===== config.mk =====
export PLATFORM = sky130hd
export DESIGN_NAME = tcc_cursor
export DESIGN_NICKNAME = d
export VERILOG_FILES = /design/src/rtl/core/tcc_pkg.sv /design/src/rtl/core/tcc_cursor.sv
export SDC_FILE = /design/constraint.sdc
export NUM_CORES = 1
export LEC_CHECK = 0
export ABC_AREA = 1
export BUFFER_PORTS_ARGS = -buffer_cell sky130_fd_sc_hd__buf_2
export CAP_MARGIN = 10
export CORE_UTILIZATION = 55
export CTS_CLUSTER_SIZE = 30
export DETAILED_ROUTE_END_ITERATION = 12
export GPL_ROUTABILITY_DRIVEN = 0
export PLACE_DENSITY = 0.79
export SLEW_MARGIN = 25
export SYNTH_ARGS = -nofsm -noshare
export SYNTH_HDL_FRONTEND = slang
export SYNTH_SLANG_ARGS = --single-unit

===== constraint.sdc =====
create_clock -name clk -period 5.9 [get_ports clk]
set_clock_uncertainty 0.05 [all_clocks]
set_input_delay 1.18 -clock clk [delete_from_list [all_inputs] [get_ports clk]]
set_output_delay 1.18 -clock clk [all_outputs]
set_load 0.02 [all_outputs]

===== src/rtl/core/tcc_pkg.sv =====
// ----------------------------------------------------------------------------
// tcc_pkg
// Shared types and constants for the text console cursor and scroll block.
// ----------------------------------------------------------------------------
package tcc_pkg;

  localparam int COLUMNS_DEF  = 80;
  localparam int ROWS_DEF     = 24;
  localparam int TAB_STOP_DEF = 8;

  localparam logic [7:0] CH_NEWLINE = 8'h0A;
  localparam logic [7:0] CH_RETURN  = 8'h0D;
  localparam logic [7:0] CH_TAB     = 8'h09;
  localparam logic [7:0] CH_SPACE   = 8'h20;
  localparam logic [7:0] ATTR_RESET = 8'h07;

  localparam logic CMD_PUT  = 1'b0;
  localparam logic CMD_READ = 1'b1;

  localparam int CFG_IDX_W  = 1;
  localparam int CFG_DATA_W = 8;
  localparam logic [CFG_IDX_W-1:0] CFG_ENABLED   = 1'd0;
  localparam logic [CFG_IDX_W-1:0] CFG_TEXT_ATTR = 1'd1;

  typedef struct packed {
    logic       cmd;
    logic [7:0] char_code;
    logic [4:0] read_row;
    logic [6:0] read_col;
  } in_item_t;

  typedef struct packed {
    logic [4:0] cursor_row;
    logic [6:0] cursor_col;
    logic [7:0] cell_char;
    logic [7:0] cell_attr;
    logic       scrolled;
  } out_item_t;

  // request from control to the cursor unit
  typedef struct packed {
    logic       put;
    logic [7:0] char_code;
  } tcc_cmd_t;

  // cursor unit view for the beat being accepted
  typedef struct packed {
    logic       wr_en;
    logic       scroll;
    logic [4:0] row;
    logic [6:0] col;
  } tcc_stat_t;

endpackage


===== src/rtl/core/tcc_cursor.sv =====
// ----------------------------------------------------------------------------
// tcc_cursor
// Cursor, tab phase and ring base of the row store; maps console rows to
// physical rows and computes the cursor move for a put.
// ----------------------------------------------------------------------------
module tcc_cursor
  import tcc_pkg::*;
#(
  parameter int COLUMNS  = COLUMNS_DEF,
  parameter int ROWS     = ROWS_DEF,
  parameter int TAB_STOP = TAB_STOP_DEF
) (
  input  logic                             clk,
  input  logic                             rst_n,
  input  tcc_cmd_t                         cmd,
  input  logic [4:0]                       read_row,
  input  logic [6:0]                       read_col,
  output tcc_stat_t                        stat,
  output logic [$clog2(ROWS*COLUMNS)-1:0]  wr_addr,
  output logic [$clog2(ROWS*COLUMNS)-1:0]  blank_addr,
  output logic [$clog2(ROWS*COLUMNS)-1:0]  rd_addr,
  output logic                             rd_ok
);

  localparam int LW  = $clog2(ROWS);
  localparam int CW  = $clog2(COLUMNS);
  localparam int TW  = $clog2(TAB_STOP);
  localparam int CXW = $clog2(COLUMNS + TAB_STOP + 1);
  localparam int AW  = $clog2(ROWS * COLUMNS);
  localparam int SW  = ((LW > 5) ? LW : 5) + 1;

  logic [LW-1:0] line_r, line_nxt;
  logic [CW-1:0] col_r, col_nxt;
  logic [TW-1:0] phase_r, phase_nxt;   // col_r mod TAB_STOP
  logic [LW-1:0] base_r, base_nxt;     // physical row of console row 0

  logic [CXW-1:0] ncol;
  logic           line_inc;
  logic           printable;
  logic           scroll;
  logic [LW:0]    cur_sum;
  logic [LW-1:0]  cur_phys;
  logic [SW-1:0]  rd_sum;
  logic [LW-1:0]  rd_phys;

  always_comb begin
    ncol      = CXW'(col_r);
    line_inc  = 1'b0;
    printable = 1'b0;
    phase_nxt = phase_r;
    case (cmd.char_code)
      CH_NEWLINE: begin
        ncol      = '0;
        line_inc  = 1'b1;
        phase_nxt = '0;
      end
      CH_RETURN: begin
        ncol      = '0;
        phase_nxt = '0;
      end
      CH_TAB: begin
        ncol      = CXW'(col_r) - CXW'(phase_r) + CXW'(TAB_STOP);
        phase_nxt = '0;
      end
      default: begin
        printable = 1'b1;
        ncol      = CXW'(col_r) + CXW'(1);
        phase_nxt = (phase_r == TW'(TAB_STOP - 1)) ? '0 : phase_r + TW'(1);
      end
    endcase
    if (ncol >= CXW'(COLUMNS)) begin
      ncol      = '0;
      line_inc  = 1'b1;
      phase_nxt = '0;
    end
    col_nxt  = CW'(ncol);
    scroll   = line_inc && (line_r == LW'(ROWS - 1));
    line_nxt = (line_inc && !scroll) ? line_r + LW'(1) : line_r;
    base_nxt = !scroll ? base_r : ((base_r == LW'(ROWS - 1)) ? '0 : base_r + LW'(1));
  end

  always_ff @(posedge clk) begin
    if (!rst_n) begin
      line_r  <= '0;
      col_r   <= '0;
      phase_r <= '0;
      base_r  <= '0;
    end else if (cmd.put) begin
      line_r  <= line_nxt;
      col_r   <= col_nxt;
      phase_r <= phase_nxt;
      base_r  <= base_nxt;
    end
  end

  // ring mapping: console row r lives at physical row (r + base) mod ROWS
  always_comb begin
    cur_sum  = (LW+1)'(line_r) + (LW+1)'(base_r);
    cur_phys = (cur_sum >= (LW+1)'(ROWS)) ? LW'(cur_sum - (LW+1)'(ROWS)) : LW'(cur_sum);
    rd_sum   = SW'(read_row) + SW'(base_r);
    rd_phys  = (rd_sum >= SW'(ROWS)) ? LW'(rd_sum - SW'(ROWS)) : LW'(rd_sum);
  end

  assign wr_addr    = AW'(cur_phys) * AW'(COLUMNS) + AW'(col_r);
  assign blank_addr = AW'(base_r) * AW'(COLUMNS);  // old top row becomes new bottom
  assign rd_addr    = AW'(rd_phys) * AW'(COLUMNS) + AW'(read_col);
  assign rd_ok      = (32'(read_row) < ROWS) && (32'(read_col) < COLUMNS);

  assign stat.wr_en  = cmd.put && printable;
  assign stat.scroll = cmd.put && scroll;
  assign stat.row    = cmd.put ? 5'(line_nxt) : 5'(line_r);
  assign stat.col    = cmd.put ? 7'(col_nxt) : 7'(col_r);

endmodule


==> results.py <==
metrics = {
    "pwr": {
        "power-per-cell-area_nw_per_um2": 112.9,
        "combPwrFrac_pct": 29.9,
        "internal_power_w": 0.0002367,
        "ir_drop_mv": 0.08821,
        "p_clk_share_pct": 30.5,
        "p_leak_nw": 1.823,
        "seqPwrFrac_pct": 39.6,
        "p_sw_share_pct": 33.25,
        "power_switching_w": 0.0001179,
    },
    "setup_path": {
        "crit_path_end_kind": "output port",
        "critical_path.max_fanout": 2,
        "arrival_ns": 4.43,
        "critPathRequiredTime_ns": 4.67,
        "path_class": "in2out",
        "cp-start-kind": "primary input",
    },
    "detailed_routing": {
        "wl_um": 5766,
        "vias": 2636,
        "drtPass1Iterations": 4,
        "wl_per_cell_um": 11.33,
        "drt_iter0_markers": 69,
        "ant_nets": 0,
        "via_per_inst": 5.179,
        "drc": 0,
    },
    "sta": {
        "slew_headroom_pct": 58.69,
        "finalSetupViolCount": 0,
        "finalCriticalPeriod_ns": 5.660,
        "grt_setup_unrepaired": "no",
        "hold_viol_final": 0,
        "tns_ns": 0,
        "tightest_slew_ns": 0.6158,
        "final_max_slew_viol_count": 0,
        "layout_setup_ws_ns": 0.2401,
        "fin_crit_sh_pct": 95.93,
        "hold_slack_ns": 0.4446,
        "clock.fmax_mhz": 176.7,
    },
    "synthesis": {
        "postSynthAreaPerCell_um2": 7.126,
        "ys_types": 43,
        "synth_top_area_share_pct": 21.84,
        "netlist_area_um2": 2808,
        "synth.area.top_cells": "ha_1 (22%), dfxtp_1 (14%), nand2_1 (11%)",
        "yosys.area.top_type": "ha_1",
        "syn-instance-count": 394,
        "synth_common_cells": "nand2_1 (84), inv_1 (60), ha_1 (49)",
        "yosysMostFrequentCell": "nand2_1",
        "synth_edf_count": 0,
        "ys.flop_type": "dfxtp_1",
        "yosysSeqAreaShare_pct": 14.26,
        "ys_warn_count": 0,
        "ys_ff_latch": 20,
        "synthArstFlopShare_pct": 0,
    },
    "cells_and_area": {
        "drive_gt1_share_pct": 18.78,
        "final_nets": 523,
        "utilization_pct": 65.19,
        "area.growth.synth_to_final_pct": 11.85,
        "diodes": 0,
    },
    "job": {
        "drv_cap": 0,
    },
    "place": {
        "pre_cts_ws_ns": 0.2243,
        "io_buffers": 58,
        "dp.final_hpwl_um": 4755,
    },
    "global_routing": {
        "grt_pass1_vias": 2299,
        "grt_first_pass_wirelength_um": 9618,
        "grt.total_usage_pct": 22.27,
        "grt_antenna_before_repair": 0,
        "overflow": 0,
        "grt_max_degree": 20,
    },
    "clock_tree": {
        "cts-root-buf": "clkbuf_8",
        "cts_tree": "built",
        "htreeDepth": 1,
        "clkLatencyLatePin_ns": 0.27,
        "clockBufferDepth": 2,
        "clk_pin_slew_ns": 0.07,
        "numCtsBuffers": 3,
        "cts_setup_buffers": 0,
        "cts_num_sinks": 20,
    },
    "floorplanning": {
        "initial_utilization_pct": 58.29,
        "die_w_um": 73.45,
        "core_um2": 4817,
        "die_h_um": 73.45,
        "rows": 25,
        "die-area_um2": 5395,
        "ios": 71,
    },
    "outcome": {
        "status": "finished, final reports clean",
    },
    "worst_hold_path": {
        "hold_path.class": "reg2reg",
    },
}
[path summary, 6_finish.rpt]
| check | start | endpoint | slack, ns | depth (start not counted) |
|---|---|---|---|---|
| min reg2reg | phase_r[2] | phase_r[2] | 0.44 | 2 |
| min | phase_r[2] | phase_r[2] | 0.44 | 2 |
| max | read_row[0] | rd_addr[10] | 0.24 | 18 |
| max reg2reg | col_r[1] | line_r[1] | 3.23 | 13 |
[power groups by stage]
stage	Combinational (W)	Clock (W)	Sequential [W]
after floorplan	0.0000820	0	0.000143
after global placement	0.000103	0	0.000143
after detailed placement	0.000105	0	0.000144
after CTS	0.000106	0.000109	0.000140
after global routing	0.000119	0.000116	0.000141
final	0.000106	0.000108	0.000140
[routing by layer]
metal | vias up | routed length [µm] | part of all wire, % | GRT usage, %
met5 | - | 0 | 0 | 0
met4 | 0 | 70 | 1.2 | 6.197
met3 | 7 | 168 | 2.9 | 1.097
met2 | 58 | 2794 | 48 | 41.08
met1 | 1209 | 2733 | 47 | 27.92
li1 | 1362 | - | - | -
[cells in the final DEF, fill, tap and decap left out, types with 3 or more instances in the layout]
cell type / synthesis / final
nand2_2: 3 / 3
nor2_2: 3 / 3
xnor2_1: 8 / 8
nor2_1: 22 / 22
nand4_1: 10 / 10
nand2_1: 84 / 84
fa_1: 8 / 8
buf_2: 1 / 58
ha_1: 49 / 49
nor3_1: 3 / 3
clkbuf_8: 0 / 4
dfxtp_1: 20 / 20
a21oi_2: 2 / 3
a21oi_1: 21 / 20
a31oi_1: 4 / 4
o22ai_1: 3 / 3
nand3_1: 24 / 24
xor2_1: 20 / 19
inv_1: 60 / 60
o21ai_0: 8 / 8
conb_1: 1 / 4
[through the flow]
stage	total power (W)	instances	instance area, µm²
after floorplan	0.0002246	397	2819
after global placement	0.0002461	505	3074
after detailed placement	0.0002489	505	3074
after CTS	0.0003554	509	3129
after global routing	0.0003760	509	3141
final	0.0003546	509	3141
[final cells by class]
| class | instances | area [µm²] |
|---|---|---|
| clock buffer | 4 | 55.05 |
| multi-input combinational | 297 | 2073 |
| sequential | 20 | 400.4 |
| timing repair buffer | 58 | 290.3 |
| fill | 465 | 1677 |
| tap | 67 | 83.83 |
| inverter | 63 | 237.7 |
[kinds of logic (layout without fill, tap and decap cells)]
family	after synthesis	after routing	share of synthesized area, %
flops	20	20	14.26
buf+inv	80	125	12.70
other cells	1	4	0.1336
fa+ha+maj	57	57	27.54
xor+xnor	28	28	8.735
simple gates	159	159	26.34
compound gates	49	49	10.29
[sequential cells by signal, indices dropped and copies added (netlist names)]
name and count:
phase_r 3, line_r 5, col_r 7, base_r 5
[worst max-delay path: stages]
cell and delay [ns]:
buf_2 0.10, ha_1 0.21, fa_1 0.40, a21oi_1 0.16, o21bai_1 0.09, xor2_1 0.17
inv_1 0.06, nor2_1 0.13, nor2_1 0.07, a21oi_2 0.15, ha_1 0.25, ha_1 0.23
fa_1 0.42, xor2_2 0.18, nand4_1 0.11, xor2_1 0.19, xor2_1 0.14, buf_2 0.17
[what timing repair did]
action,CTS,global route
hold buffers,0,0
resized for setup,0,2
setup endpoints to repair,0,1
(Power assumes the default switching activity.)
